`src/base64_strict_decoder_assert.svh`:
```
// ----------------------------------------------------------------------------
// base64_strict_decoder_assert.svh - assertion macros
// Shorthand for concurrent checks clocked on clk and disabled in reset.
// ----------------------------------------------------------------------------
`ifndef BASE64_STRICT_DECODER_ASSERT_SVH
`define BASE64_STRICT_DECODER_ASSERT_SVH

// Check that a condition holds at every clock edge out of reset
`define B64SD_ASSERT(label, cond) \
	label: assert property (@(posedge clk) disable iff (!arst_n) (cond)) \
		else $error("b64sd check failed");

// Check that a consequent holds whenever the antecedent holds
`define B64SD_ASSERT_IMPLY(label, ante, cons) \
	label: assert property (@(posedge clk) disable iff (!arst_n) (ante) |-> (cons)) \
		else $error("b64sd implication failed");

`endif

```
`src/b64sd_pkg.sv`:
```
// ----------------------------------------------------------------------------
// b64sd_pkg - shared types for the strict base64 decoder
// Item kinds, the job record between front and back, queue sizing and the
// alphabet lookup.
// ----------------------------------------------------------------------------
`timescale 1ns / 1ps

package b64sd_pkg;

	localparam int QDepth = 4;
	localparam int QAddrW = $clog2(QDepth);
	localparam int QCntW  = $clog2(QDepth + 1);

	localparam logic [23:0] MaxOutReset = 24'd10485760;
	localparam logic [7:0]  PadChar     = 8'd61;
	localparam logic [6:0]  SextetNone  = 7'd64;

	typedef enum logic {
		KIND_CHAR = 1'b0,
		KIND_END  = 1'b1
	} item_kind_t;

	// One unit of work for the back end: a group of 1..3 bytes or a status
	typedef struct packed {
		logic        is_final;
		logic        accepted;
		logic [1:0]  count;
		logic [23:0] data;
	} job_t;

	// Map a character to its sextet; SextetNone when outside the alphabet
	function automatic logic [6:0] sextet_of(input logic [7:0] ch);
		logic [6:0] v;
		v = SextetNone;
		if (ch >= 8'd65 && ch <= 8'd90) begin
			v = 7'(ch - 8'd65);
		end else if (ch >= 8'd97 && ch <= 8'd122) begin
			v = 7'(ch - 8'd97 + 8'd26);
		end else if (ch >= 8'd48 && ch <= 8'd57) begin
			v = 7'(ch - 8'd48 + 8'd52);
		end else if (ch == 8'd43) begin
			v = 7'd62;
		end else if (ch == 8'd47) begin
			v = 7'd63;
		end
		return v;
	endfunction

endpackage

```
`src/b64sd_if.sv`:
```
// ----------------------------------------------------------------------------
// b64sd_if - channel interfaces
// Character input channel and decoded result channel, valid/ready handshake.
// ----------------------------------------------------------------------------
`timescale 1ns / 1ps

interface b64sd_char_if;
	logic       valid;
	logic       ready;
	logic       kind;
	logic [7:0] char_code;

	modport source (output valid, output kind, output char_code, input ready);
	modport sink (input valid, input kind, input char_code, output ready);
endinterface

interface b64sd_result_if;
	logic       valid;
	logic       ready;
	logic [7:0] byte_value;
	logic       is_final;
	logic       accepted;

	modport source (output valid, output byte_value, output is_final, output accepted,
		input ready);
	modport sink (input valid, input byte_value, input is_final, input accepted,
		output ready);
endinterface

```
`src/b64sd_front.sv`:
```
// ----------------------------------------------------------------------------
// b64sd_front - character intake and validation
// Accepts one item per cycle while the job queue has room, tracks group and
// padding state, and makes each completed group or end item a back-end job.
// ----------------------------------------------------------------------------
`timescale 1ns / 1ps

module b64sd_front
	import b64sd_pkg::*;
(
	input  logic          clk,
	input  logic          arst_n,
	input  logic          cfg_we,
	input  logic [23:0]   cfg_wdata,
	b64sd_char_if.sink    chars,
	input  logic          q_full,
	output logic          push,
	output job_t          push_job
);

	logic [23:0] max_q;
	logic [17:0] store_q, store_d;
	logic [1:0]  pos_q, pos_d;
	logic        third_pad_q, third_pad_d;
	logic        pad_group_q, pad_group_d;
	logic        any_char_q, any_char_d;
	logic        err_q, err_d;
	logic [24:0] emitted_q, emitted_d;
	logic        accept;

	assign chars.ready = !q_full;
	assign accept      = chars.valid && chars.ready;

	// Hold the output limit register
	always_ff @(posedge clk or negedge arst_n) begin
		if (!arst_n) begin
			max_q <= MaxOutReset;
		end else if (cfg_we) begin
			max_q <= cfg_wdata;
		end
	end

	// Decide the next string state and the job for this item
	always_comb begin
		logic [6:0]  val;
		logic        is_pad;
		logic        bad;
		logic [1:0]  cnt;
		logic [5:0]  d;
		logic [24:0] total;
		logic [5:0]  a, b, c;
		store_d     = store_q;
		pos_d       = pos_q;
		third_pad_d = third_pad_q;
		pad_group_d = pad_group_q;
		any_char_d  = any_char_q;
		err_d       = err_q;
		emitted_d   = emitted_q;
		push        = 1'b0;
		push_job    = '0;
		val         = sextet_of(chars.char_code);
		is_pad      = (chars.char_code == PadChar);
		bad         = 1'b0;
		cnt         = 2'd3;
		d           = val[5:0];
		if (is_pad) begin
			d   = 6'd0;
			cnt = third_pad_q ? 2'd1 : 2'd2;
		end else begin
			bad = val[6] || third_pad_q;
		end
		total = emitted_q + 25'(cnt);
		a     = store_q[17:12];
		b     = store_q[11:6];
		c     = store_q[5:0];
		if (accept) begin
			if (item_kind_t'(chars.kind) == KIND_END) begin
				// Report status and clear for the next string
				push              = 1'b1;
				push_job.is_final = 1'b1;
				push_job.accepted = !err_q && any_char_q && (pos_q == 2'd0);
				push_job.count    = 2'd1;
				store_d     = '0;
				pos_d       = '0;
				third_pad_d = 1'b0;
				pad_group_d = 1'b0;
				any_char_d  = 1'b0;
				err_d       = 1'b0;
				emitted_d   = '0;
			end else begin
				any_char_d = 1'b1;
				if (err_q) begin
					// drop characters after an error
				end else if (pad_group_q) begin
					err_d = 1'b1;
				end else if (pos_q != 2'd3) begin
					if (is_pad && pos_q == 2'd2) begin
						third_pad_d = 1'b1;
						store_d     = {store_q[11:0], 6'd0};
						pos_d       = pos_q + 2'd1;
					end else if (val[6]) begin
						err_d = 1'b1;
					end else begin
						store_d = {store_q[11:0], val[5:0]};
						pos_d   = pos_q + 2'd1;
					end
				end else if (bad || total > {1'b0, max_q}) begin
					err_d = 1'b1;
				end else begin
					// Complete the group and hand its bytes on
					push           = 1'b1;
					push_job.count = cnt;
					push_job.data  = {a, b, c, d};
					emitted_d      = total;
					pad_group_d    = pad_group_q || is_pad;
					store_d        = '0;
					pos_d          = '0;
					third_pad_d    = 1'b0;
				end
			end
		end
	end

	// Advance the string state
	always_ff @(posedge clk or negedge arst_n) begin
		if (!arst_n) begin
			store_q     <= '0;
			pos_q       <= '0;
			third_pad_q <= 1'b0;
			pad_group_q <= 1'b0;
			any_char_q  <= 1'b0;
			err_q       <= 1'b0;
			emitted_q   <= '0;
		end else begin
			store_q     <= store_d;
			pos_q       <= pos_d;
			third_pad_q <= third_pad_d;
			pad_group_q <= pad_group_d;
			any_char_q  <= any_char_d;
			err_q       <= err_d;
			emitted_q   <= emitted_d;
		end
	end

endmodule

```
`src/b64sd_queue.sv`:
```
// ----------------------------------------------------------------------------
// b64sd_queue - job queue between front and back
// Small register FIFO so intake and result delivery stall independently.
// ----------------------------------------------------------------------------
`timescale 1ns / 1ps

`include "base64_strict_decoder_assert.svh"

module b64sd_queue
	import b64sd_pkg::*;
(
	input  logic  clk,
	input  logic  arst_n,
	input  logic  push,
	input  job_t  push_job,
	output logic  full,
	input  logic  pop,
	output logic  not_empty,
	output job_t  head
);

	job_t              slots_q [QDepth];
	logic [QAddrW-1:0] wr_ptr_q;
	logic [QAddrW-1:0] rd_ptr_q;
	logic [QCntW-1:0]  count_q;

	assign full      = (count_q == QCntW'(QDepth));
	assign not_empty = (count_q != '0);
	assign head      = slots_q[rd_ptr_q];

	// Store pushed jobs
	always_ff @(posedge clk) begin
		if (push) begin
			slots_q[wr_ptr_q] <= push_job;
		end
	end

	// Advance pointers and fill count
	always_ff @(posedge clk or negedge arst_n) begin
		if (!arst_n) begin
			wr_ptr_q <= '0;
			rd_ptr_q <= '0;
			count_q  <= '0;
		end else begin
			if (push) begin
				wr_ptr_q <= wr_ptr_q + QAddrW'(1);
			end
			if (pop) begin
				rd_ptr_q <= rd_ptr_q + QAddrW'(1);
			end
			if (push && !pop) begin
				count_q <= count_q + QCntW'(1);
			end else if (pop && !push) begin
				count_q <= count_q - QCntW'(1);
			end
		end
	end

	`B64SD_ASSERT_IMPLY(a_no_push_when_full, push, !full)
	`B64SD_ASSERT_IMPLY(a_no_pop_when_empty, pop, not_empty)
	`B64SD_ASSERT(a_count_in_range, count_q <= QCntW'(QDepth))

endmodule

```
`src/b64sd_back.sv`:
```
// ----------------------------------------------------------------------------
// b64sd_back - result delivery
// Walks the head job byte by byte into a registered output stage.
// ----------------------------------------------------------------------------
`timescale 1ns / 1ps

module b64sd_back
	import b64sd_pkg::*;
(
	input  logic            clk,
	input  logic            arst_n,
	input  logic            not_empty,
	input  job_t            head,
	output logic            pop,
	b64sd_result_if.source  results
);

	logic [1:0] idx_q;
	logic       out_valid_q;
	logic [7:0] out_byte_q;
	logic       out_final_q;
	logic       out_acc_q;
	logic       load_en;
	logic       take;
	logic       last;
	logic [7:0] sel_byte;

	assign load_en = !out_valid_q || results.ready;
	assign take    = load_en && not_empty;
	assign last    = (idx_q == head.count - 2'd1);
	assign pop     = take && last;

	// Select the byte of the head job at the current index, or zero for a status job
	always_comb begin
		case (idx_q)
			2'd0:    sel_byte = head.data[23:16];
			2'd1:    sel_byte = head.data[15:8];
			2'd2:    sel_byte = head.data[7:0];
			default: sel_byte = 8'd0;
		endcase
		if (head.is_final) begin
			sel_byte = 8'd0;
		end
	end

	// Step through the bytes of the head job
	always_ff @(posedge clk or negedge arst_n) begin
		if (!arst_n) begin
			idx_q       <= '0;
			out_valid_q <= 1'b0;
		end else begin
			if (take) begin
				idx_q <= last ? 2'd0 : idx_q + 2'd1;
			end
			if (load_en) begin
				out_valid_q <= not_empty;
			end
		end
	end

	// Load the output item
	always_ff @(posedge clk) begin
		if (take) begin
			out_byte_q  <= sel_byte;
			out_final_q <= head.is_final;
			out_acc_q   <= head.is_final && head.accepted;
		end
	end

	assign results.valid      = out_valid_q;
	assign results.byte_value = out_byte_q;
	assign results.is_final   = out_final_q;
	assign results.accepted   = out_acc_q;

endmodule

```
`src/base64_strict_decoder.sv`:
```
// ----------------------------------------------------------------------------
// base64_strict_decoder - strict base64 decoder, one character per item
// Top level: intake and validation, job queue, byte delivery.
// ----------------------------------------------------------------------------
// The decoder takes one character item per clock and answers each complete
// group of four with one to three byte items, one per ready clock, and each
// end item with a single status item (is_final = 1, accepted = verdict).
// Validation and group assembly finish in the cycle an item is accepted, so
// intake runs at one item per cycle; the four-entry job queue lets intake go
// on while bytes wait on the result side, and intake stalls only when that
// queue is full. Results pass the job queue and the output register. On a
// rejected string the bytes already sent are to be discarded by the
// consumer. The user is to write max_output_bytes through cfg_we/cfg_wdata
// only while the decoder is idle; the block does not enforce this.
// ----------------------------------------------------------------------------
`timescale 1ns / 1ps

module base64_strict_decoder
	import b64sd_pkg::*;
(
	input  logic            clk,
	input  logic            arst_n,
	input  logic            cfg_we,
	input  logic [23:0]     cfg_wdata,
	b64sd_char_if.sink      chars,
	b64sd_result_if.source  results
);

	logic push;
	job_t push_job;
	logic q_full;
	logic pop;
	logic not_empty;
	job_t head;

	b64sd_front u_front (
		.clk       (clk),
		.arst_n    (arst_n),
		.cfg_we    (cfg_we),
		.cfg_wdata (cfg_wdata),
		.chars     (chars),
		.q_full    (q_full),
		.push      (push),
		.push_job  (push_job)
	);

	b64sd_queue u_queue (
		.clk       (clk),
		.arst_n    (arst_n),
		.push      (push),
		.push_job  (push_job),
		.full      (q_full),
		.pop       (pop),
		.not_empty (not_empty),
		.head      (head)
	);

	b64sd_back u_back (
		.clk       (clk),
		.arst_n    (arst_n),
		.not_empty (not_empty),
		.head      (head),
		.pop       (pop),
		.results   (results)
	);

endmodule

```
`src/flat_wrapper.sv`:
```
// flat-port wrapper written by rule: the top's interface ports become plain ports
module base64_strict_decoder_flat import b64sd_pkg::*;
  (clk, arst_n, cfg_we, cfg_wdata, chars_valid, chars_kind, chars_char_code, chars_ready, results_valid, results_byte_value, results_is_final, results_accepted, results_ready);
  b64sd_char_if chars_i ();
  b64sd_result_if results_i ();
  input  logic clk;
  input  logic arst_n;
  input  logic cfg_we;
  input  logic [23:0] cfg_wdata;
  input wire logic [$bits(chars_i.valid)-1:0] chars_valid;
  input wire logic [$bits(chars_i.kind)-1:0] chars_kind;
  input wire logic [$bits(chars_i.char_code)-1:0] chars_char_code;
  output wire logic [$bits(chars_i.ready)-1:0] chars_ready;
  output wire logic [$bits(results_i.valid)-1:0] results_valid;
  output wire logic [$bits(results_i.byte_value)-1:0] results_byte_value;
  output wire logic [$bits(results_i.is_final)-1:0] results_is_final;
  output wire logic [$bits(results_i.accepted)-1:0] results_accepted;
  input wire logic [$bits(results_i.ready)-1:0] results_ready;
  assign chars_i.valid = chars_valid;
  assign chars_i.kind = chars_kind;
  assign chars_i.char_code = chars_char_code;
  assign chars_ready = chars_i.ready;
  assign results_valid = results_i.valid;
  assign results_byte_value = results_i.byte_value;
  assign results_is_final = results_i.is_final;
  assign results_accepted = results_i.accepted;
  assign results_i.ready = results_ready;
  base64_strict_decoder u_core (.clk(clk), .arst_n(arst_n), .cfg_we(cfg_we), .cfg_wdata(cfg_wdata), .chars(chars_i), .results(results_i));
endmodule
```
`config.mk`:
```
export PLATFORM = sky130hd
export DESIGN_NAME = base64_strict_decoder_flat
export DESIGN_NICKNAME = d
export VERILOG_FILES = /design/src/b64sd_pkg.sv /design/src/b64sd_if.sv /design/src/b64sd_front.sv /design/src/b64sd_queue.sv /design/src/b64sd_back.sv /design/src/base64_strict_decoder.sv /design/src/flat_wrapper.sv
export VERILOG_INCLUDE_DIRS = /design/src /design/src/src
export SDC_FILE = /design/constraint.sdc
export NUM_CORES = 1
export LEC_CHECK = 0
export CAP_MARGIN = 10
export CORE_MARGIN = 1
export CORE_UTILIZATION = 55
export DETAILED_ROUTE_END_ITERATION = 16
export DONT_BUFFER_PORTS = 1
export PLACE_DENSITY = 0.73
export SKIP_CTS_REPAIR_TIMING = 1
export SKIP_LAST_GASP = 1
export SYNTH_ARGS = -nofsm -noshare
export SYNTH_HDL_FRONTEND = slang
export SYNTH_SLANG_ARGS = --single-unit
```
`constraint.sdc`:
```
create_clock -name clk -period 5.5 [get_ports clk]
set_clock_uncertainty 0.05 [all_clocks]
set_input_delay 0 -clock clk [delete_from_list [all_inputs] [get_ports clk]]
set_output_delay 0 -clock clk [all_outputs]
set_load 0.03 [all_outputs]
```
* Word level (Yosys, flattened, before mapping)
Memory sizes are Yosys's and may differ from the RTL's.
Cells that the tools add are included.
** Operators by class
- Mux-type cells :: 67
- Order comparisons :: 7
- Eq/ne operators :: 16
- Reductions and logical operators :: 29
- Add/subtract/negate cells :: 13
** Operators by type and width (count)
- 2-to-1 mux 18 bit :: 7
- 2-to-1 mux 25 bit :: 5
- 2-to-1 mux 26 bit :: 4
- 2-to-1 mux 7 bit :: 5
- 2-to-1 mux 1 bit :: 28
- 2-to-1 mux 28 bit :: 1
- adder 25 x 2 -> 25 bit :: 1
- greater-than comparator 25 x 24 -> 1 bit :: 1
- == test 8 x 6 -> 1 bit, second input constant :: 3
- 2-to-1 mux 2 bit :: 12
- 2-to-1 mux 24 bit :: 1
- one-hot mux 8 bit (3 select lines) :: 1
- greater-or-equal comparator 8 x 7 -> 1 bit, second input constant :: 2
- <= comparator 8 x 7 -> 1 bit, second input constant :: 2
- AND reduction 5 bit :: 3
- subtractor 7 bit, second input constant :: 2
- logical AND 1 bit :: 12
- != test 2 bit, second input constant :: 5
- adder 2 x 1 -> 2 bit, second input constant :: 4
- greater-or-equal comparator 8 x 6 -> 1 bit, second input constant :: 1
- <= comparator 8 x 6 -> 1 bit, second input constant :: 1
- adder 7 x 5 -> 7 bit, second input constant :: 1
- adder 7 x 6 -> 7 bit, second input constant :: 1
- subtractor 7 x 6 -> 7 bit, second input constant :: 1
- 18 further kinds :: 28
** Storage, ports and cells
- Bits in registers :: 93
- Output and inout bits :: 12
- Memories :: 1
- Bits in writable memories :: 112
** Memories
- u_core.u_queue.slots_q :: words 4, bits a word 28, rd ports 1, clocked after memory_dff 0, write ports 1, line b64sd_queue.sv:22 : job_t slots_q [QDepth];

* Longest topological paths before layout
Gate-level depths: netlist (run 1).
- Depth after elaboration :: 19
- Gate-level depth with buffers :: 27
- Mapped depth without buffers :: 25

* Hierarchy
A second synthesis (run 1) with hierarchy kept.
** Unflattened totals
- Cell total of the unflattened synthesis :: 804
- Area total of the unflattened synthesis :: 10030.9 um2
** Modules (own cells, without submodules)
- b64sd_front :: area each 4879.7 um2, cells an instance 562, seq. area each 1829.3 um2, instances 1
- b64sd_queue :: area each 4436.8 um2, cells an instance 180, seq. area each 3538.4 um2, instances 1
- b64sd_back :: area each 714.4 um2, cells an instance 62, seq. area each 375.4 um2, instances 1

* Worst setup path after synthesis (run 1)
Ideal clock, no wire load.
- Path type :: in2reg
- From :: input chars_char_code[4]
- To :: memory u_core.u_queue.slots_q[1][0] in the netlist's numbering, enable pin
- Stages on the path :: 20
- Arrival :: 5.426 ns
- Required time :: 5.034 ns
- Library setup time :: 0.416 ns
- Setup slack :: -0.392 ns
- Buffers on the path :: 3
- Path through :: buf_2 -> and4bb_2 -> and3_1 -> buf_2 -> nand2b_1 -> ha_1 -> inv_1 -> fa_1 -> or3_1 -> and2_1 -> or2_2 -> ha_1 -> a21oi_1 -> o21ai_0 -> a2111oi_0 -> nand3_1 -> a211oi_1 -> a21oi_2 -> buf_2 -> nor2b_1
** On the way
- Cells in the longest elaborated chain, start to end :: 17
** RTL lines
- start, declared :: line flat_wrapper.sv:12 : input wire logic [$bits(chars_i.char_code)-1:0] chars_char_code;
- branches (longest 8 deep; another with adder 25 x 2 -> 25 bit)
- logical OR 1 bit (*) :: line b64sd_front.sv:107 : end else if (bad || total > {1'b0, max_q}) begin
- 2-to-1 mux 1 bit (*) :: line b64sd_front.sv:107
- 2-to-1 mux 1 bit (*) :: line b64sd_front.sv:96 : end else if (pos_q != 2'd3) begin
- 2-to-1 mux 1 bit (*) :: line b64sd_front.sv:94 : end else if (pad_group_q) begin
- 2-to-1 mux 1 bit (*) :: line b64sd_front.sv:92 : if (err_q) begin
- 2-to-1 mux 1 bit (*) :: line b64sd_front.sv:77 : if (item_kind_t'(chars.kind) == KIND_END) begin
- 2-to-1 mux 1 bit (*) :: line b64sd_front.sv:76 : if (accept) begin
- 2-to-1 mux 1 bit (*) :: line b64sd_queue.sv:33 : if (push) begin
- 2-to-1 mux 1 bit (implied by the code) (*) :: line b64sd_queue.sv:34 : slots_q[wr_ptr_q] <= push_job;
- end, declared :: line b64sd_queue.sv:22
Every way passes the cells marked *.

* Worst setup path after layout (run 1)
- From :: register u_core.u_front.third_pad_q
- To :: register u_core.u_front.emitted_q[23]
** On the way
- Cells in the longest elaborated chain, start to end :: 8
** RTL lines
- start, declared :: line b64sd_front.sv:24 : logic third_pad_q, third_pad_d;
- start signal, assigned :: line b64sd_front.sv:137 : third_pad_q <= third_pad_d;
- branches (longest 8 deep; another with adder 25 x 2 -> 25 bit)
- end signal, assigned :: line b64sd_front.sv:141 : emitted_q <= emitted_d;
- end, declared :: line b64sd_front.sv:28 : logic [24:0] emitted_q, emitted_d;
Several ways; the timed one is not identified. The select of a mux whose other input is x is not followed.
A chain may end at the register's enable or synchronous reset.

==> results.yml, run 1 <==
clocking:
  htree_levels: 1
  clock-sinks: 205
  clkSlewWorstSetupHoldPaths_ps: 70
  clk_path_buf_depth: 3
  root_buffer: "clkbuf_16"
  cts_tree: "built"
  cts_made_buffers: 22
  clk_latency_ps: 500
die:
  die_area_sq_mm: 0.0188
  die_y_um: 137
  initial_utilization_pct: 56.1
  pin_count: 50
  core_area_sq_mm: 0.0179
  die_w_um: 137
  placementRows: 49
logic_synthesis:
  synth-warning-count: 0
  synth_top_family_by_area: "simple AND/OR/NAND/NOR gates"
  netlist_instances: 807
  synth_adder_area_share_pct: 6.13
  synth_xor_area_share_pct: 2.27
  synth_edf_count: 122
  synth_seq_cells: 205
  yosys.area_share.simple_pct: 13.2
  synth_flop_cell: "edfxtp_1"
  seq_area_frac_synth_pct: 57.2
  synthesis.area_sq_mm: 0.0100
  synth_compound_area_share_pct: 9.86
  synth_mux_area_share_pct: 7.81
  avgSynthCellArea_sq_um: 12.4
  async_reset_ff_share_pct: 40.5
  yosysUniqueCellTypes: 72
  synth_nets: 893
timing:
  setup_viol: 0
  hold_viol: 7
  setup_tns_ps: 0
  fin_crit_sh_pct: 94.1
  relSlewSlack_pct: 32.3
  slew_violations: 0
  setup_slack_ps: 325
  worst_slew_pin_slew_ps: 1010
  timing.hold.ws_ps: -11.9
  rsz0062_at_grt: "false"
  fmax_mhz: 193
  period_needed_ps: 5170
global_routing:
  grt_max_degree: 84
  antenna_found_initial: 1
  grt_pass1_vias: 6493
  grt_first_pass_wirelength_um: 34000
  grt.total_usage_pct: 23.6
  grt_overflow_total: 0
pwr:
  p_leak_uw: 0.00490
  p_per_area_mw_per_mm2: 388
  vdd_drop_max_v: 0.000392
detailed_routing:
  drtPass1Iterations: 5
  wl_per_cell_um: 20.6
  dr_total_vias: 6960
  antenna_left: 0
  drt_wl_total_um: 23400
  dr.first_iter.drc_count: 611
  drc: 0
  drt-vias-per-instance: 6.13
placed_design:
  placed_cells: 1013
  dp_slack_ps: 204
  place_congestion: 0.814
  dpl_cell_area_sq_mm: 0.0103
  place_hpwl_um: 14100
  numPortBuffers: 0
final_layout:
  seqCellArea_sq_mm: 0.00574
  final_common_cell: "edfxtp_1"
  fin_nets: 976
  multi_input_area_sq_mm: 0.00396
  fin_cells: 1136
  final_cell_area_sq_mm: 0.0120
  syn_to_final_growth_pct: 19.6
  final_cell_mix: "edfxtp_1, nand2_1, dlygate4sd3_1, dfrtp_1, inv_1"
  fillers: 1234
  drive_gt1_share_pct: 12.7
run_status:
  violations: "negative hold slack"
  status: "finished with violations"
critical_path:
  crit_required_ps: 5880
  critPathMaxStageDelay_ps: 460
  critPathLaunchType: "register"
  crit_chain: "nand2b_1 -> ha_1 -> a21oi_1 -> or3_1 -> nor3_1 -> nand2_1 -> nor3_1 -> xor2_1 -> ha_1 -> nand3_1 -> o221ai_1 -> a2111oi_0 -> nand3_1 -> a211oi_2 -> buf_4 -> and2_1 -> buf_4 -> a22o_1"
  cp_max_fo: 31
  path_class: "reg -> reg"
  end_kind: "register"
  cp_data_arrival_time_ps: 5560
  crit_slowest_cell: "dfrtp_1"
hold_path:
  hold_class: "in -> async"
run:
  max_cap_violations: 0
-- area by class of cell --
cell class                      count  area share [%]
Antenna cell                        1          0.0208
Tap cell                          229            2.39
Inverter                           53            1.66
Timing Repair Buffer               96            8.36
Clock buffer                       23            4.62
Sequential cell                   205            47.9
Clock inverter                     17            2.13
Multi-Input combinational cell    512            33.0
-- flip-flops by register name, summed over array words and instances (netlist names), 2 cells and up --
name,flops
u_core.u_back.idx_q,2
u_core.u_back.results.byte_value,8
u_core.u_front.store_q,18
u_core.u_queue.slots_q,112
u_core.u_front.pos_q,2
u_core.u_queue.count_q,3
u_core.u_queue.rd_ptr_q,2
u_core.u_queue.wr_ptr_q,2
u_core.u_front.emitted_q,25
u_core.u_front.max_q,24
-- worst max-delay path, delay by kind of cell (launching register included) --
family	cells	cell delay, ps
flops	1	460
fa+ha+maj	2	490
buf+inv	2	700
compound gates	5	1160
simple gates	8	1960
xor+xnor	1	260
-- power breakdown --
part           switching [uW]  internal [uW]  total, uW  leakage [uW]
combinational             543            452        995       0.00231
sequential                175           1850       2030       0.00220
clock                     617           1020       1640      0.000393
total                    1340           3320       4660       0.00490
-- worst paths after layout --
kind                                            start                           end  slack [ps]  cells past startpoint
min reg2reg                 u_core.u_queue.count_q[2]     u_core.u_queue.count_q[2]         450                      1
max                        u_core.u_front.third_pad_q  u_core.u_front.emitted_q[23]         330                     18
min                                            arst_n        u_core.u_back.idx_q[1]         -10                      2
max in group asynchronous                      arst_n    u_core.u_front.store_q[13]        5030                      2
max reg2reg                u_core.u_front.third_pad_q  u_core.u_front.emitted_q[23]         330                     18
min in group clk                   chars_char_code[4]     u_core.u_front.store_q[5]           0                      4
-- through the flow --
step	power [uW]	util (%)
after global routing	4850	67.1
after detailed placement	2970	57.8
after global placement	2930	57.8
after CTS	4600	62.3
after floorplan	2710	-
final	4660	67.1
-- cell families (layout without fill, tap and decap cells) --
logic type	count (synthesis)	in the layout
XOR/XNOR	26	26
flip-flops	205	205
AO/OA/AOI/OAI	136	136
adder cells (fa/ha/maj)	48	48
other	0	1
multiplexers	43	43
buffers and inverters	90	189
AND/OR/NAND/NOR	259	259
-- cells in the mapped netlist, types with 3 or more instances --
library cell	count	share of area (%)
and4_1	5	0.44
dfrtp_1	81	20
buf_1	3	0.11
a211oi_1	5	0.37
and3_1	33	2.1
xor2_1	12	1.0
a22oi_1	8	0.60
buf_2	14	0.70
a21oi_1	31	1.5
and2_1	12	0.75
mux2i_1	12	1.2
edfxtp_1	122	36
xnor2_1	14	1.2
nor2b_1	6	0.37
a221o_1	9	0.90
mux4_2	28	6.3
nor3_1	11	0.55
ha_1	46	5.7
a221oi_1	3	0.26
nand2b_1	4	0.25
inv_1	53	2.0
nand2_1	86	3.2
nand4_1	5	0.31
clkbuf_1	18	0.67
a22o_1	15	1.3
nor4_1	4	0.25
o21ai_0	32	1.6
or3_1	3	0.19
mux2_2	3	0.34
nor2_1	41	1.5
nand3_1	26	1.3
a32o_1	6	0.60
or2_2	7	0.44
-- layer usage --
metal / track usage [%] / routed length (um) / vias to the layer above
met5: 0 / 0 / -
met4: 6.04 / 475 / 0
met3: 4.30 / 1730 / 44
met2: 38.1 / 11400 / 268
met1: 32.9 / 9790 / 3491
li1: - / - / 3157
No activity file was read; power rests on OpenSTA's default activity.
==> run 2: changes to the inputs <==
--- a/config.mk
+++ b/config.mk
@@ -7,11 +7,11 @@
 export NUM_CORES = 1
 export LEC_CHECK = 0
 export CAP_MARGIN = 10
-export CORE_MARGIN = 1
+export CORE_MARGIN = 3
 export CORE_UTILIZATION = 55
 export DETAILED_ROUTE_END_ITERATION = 16
 export DONT_BUFFER_PORTS = 1
-export PLACE_DENSITY = 0.73
+export PLACE_DENSITY = 0.72
 export SKIP_CTS_REPAIR_TIMING = 1
 export SKIP_LAST_GASP = 1
 export SYNTH_ARGS = -nofsm -noshare
==> run 2 against run 1 <==
Against the previous run: the run now ends clean; sequential cell count unchanged; utilization grew 0.10 points; sequential power barely moved; critical path depth up 3; first-iteration DRC count is 3.6% higher; final cell count shrank 0.70%; maximum frequency up 1.6%; worst hold slack better by 20 ps; largest power group unchanged.
==> results.yml, run 2 (synthesis gave the netlist of run 1 again) <==
timing:
  fmax_mhz: 196
  period_needed_ps: 5090
  relSlewSlack_pct: 35.2
  hold_viol: 0
  setup_viol: 0
  setup_slack_ps: 406
  slew_violations: 0
  fin_crit_sh_pct: 92.6
  worst_slew_pin_slew_ps: 967
  setup_tns_ps: 0
placed_design:
  place_congestion: 0.847
  place_hpwl_um: 14400
  dp_slack_ps: 190
  numPortBuffers: 0
critical_path:
  cp_max_fo: 7
  crit_required_ps: 5870
  reg2reg_from: "u_core.u_front.third_pad_q"
  end_kind: "register"
  path_delay_family: "adder cells"
  r2r_slack_ps: 410
  crit_chain: "nand2b_1 -> ha_1 -> inv_1 -> fa_2 -> or3_1 -> and2_1 -> or2_2 -> ha_1 -> a21oi_1 -> o21ai_1 -> a2111oi_2 -> nand3_1 -> a211oi_2 -> a21oi_2 -> inv_1 -> ha_1 -> inv_1 -> fa_1 -> xor2_1 -> nor2_1 -> xor2_1"
  cp.buffers_inverters: 3
  crit_slowest_cell: "dfrtp_1"
  critPathLaunch: "u_core.u_front.third_pad_q"
  cp_data_arrival_time_ps: 5460
  critPathLaunchType: "register"
  critPathMaxStageDelay_ps: 450
  path_class: "reg -> reg"
final_layout:
  final_common_cell: "edfxtp_1"
  largest_reg_flops: 112
  antenna_cells: 0
  fin_nets: 973
  syn_to_final_growth_pct: 17.7
  fin_util_pct: 67.2
  final_cell_mix: "edfxtp_1, nand2_1, dfrtp_1"
  largestRegisters: "u_core.u_queue.slots_q (112), u_core.u_front.emitted_q (25), u_core.u_front.max_q (24)"
  largest-register: "u_core.u_queue.slots_q"
  drive_gt1_share_pct: 12.2
clocking:
  cts_made_buffers: 22
  clkSlewWorstSetupHoldPaths_ps: 60
  cts_tree: "built"
  clock-sinks: 205
  clk_latency_ps: 500
  root_buffer: "clkbuf_16"
  clk_path_buf_depth: 3
  htree_levels: 1
pwr:
  p_per_area_mw_per_mm2: 373
  netSwitchingFraction_pct: 29.1
  seqPwrFrac_pct: 46.3
  p_leak_uw: 0.00484
  vdd_drop_max_v: 0.000351
  p_int_uw: 3120
  p_comb_share_pct: 21.8
  power_switching_uw: 1280
  power.share.clock_pct: 31.9
global_routing:
  grt_overflow_total: 0
  grt_first_pass_wirelength_um: 34000
  antenna_found_initial: 0
  grt_pass1_vias: 6419
  grt.total_usage_pct: 21.3
  grt_max_degree: 84
detailed_routing:
  dr_total_vias: 6830
  drt-vias-per-instance: 6.05
  antenna_left: 0
  drtPass1Iterations: 5
  drc: 0
  drt_wl_total_um: 23000
  dr.first_iter.drc_count: 633
  wl_per_cell_um: 20.4
die:
  die_w_um: 141
  pin_count: 50
  die_area_sq_mm: 0.0199
  placementRows: 48
  initial_utilization_pct: 57.1
  die_y_um: 141
  core_area_sq_mm: 0.0176
hold_path:
  hold_class: "in -> async"
run:
  max_cap_violations: 0
run_status:
  status: "completed"
-- run 2: cell type report --
class	count	area, sq um
inverters	53	199
multi-input cells	512	3970
clock buffers	26	566
fillers	1192	5780
repair buffers	93	926
well taps	225	282
clock inverters	14	128
flip-flops and latches	205	5740
-- run 2: per-stage QoR --
| step | total power, uW | area [sq um] | cells | hold slack, ps |
|---|---|---|---|---|
| after floorplan | 2710 | 10000 | 807 | -346 |
| after global placement | 2910 | 10300 | 1008 | -341 |
| after detailed placement | 2950 | 10300 | 1008 | -343 |
| after CTS | 4360 | 11000 | 1048 | -872 |
| after global routing | 4600 | 11800 | 1128 | 9.96 |
| final | 4410 | 11800 | 1128 | 7.80 |
-- run 2: routing by layer --
metal	routed length [um]	up-vias	track usage, %	share of wire (%)
met5	0	-	0	0
li1	-	3141	-	-
met2	11300	215	34.0	49
met3	1430	33	4.00	6.2
met1	9920	3441	30.9	43
met4	325	0	4.59	1.4
-- run 2: power by group through the flow --
stage                     Combinational (uW)  Sequential [uW]  Clock (uW)
after global placement                   849             2060           0
after detailed placement                 879             2070           0
after floorplan                          690             2020           0
after CTS                                884             2040        1440
final                                    961             2040        1400
after global routing                    1040             2060        1500
-- run 2: final timing paths --
path / end / cells after the start
setup / recovery: u_core.u_queue.count_q[2] / 21
hold / removal: u_core.u_back.idx_q[0] / 2
setup reg to reg: u_core.u_queue.count_q[2] / 21
hold reg to reg: u_core.u_queue.count_q[2] / 1
max in group asynchronous: u_core.u_front.store_q[11] / 2
min in group clk: u_core.u_front.store_q[5] / 3
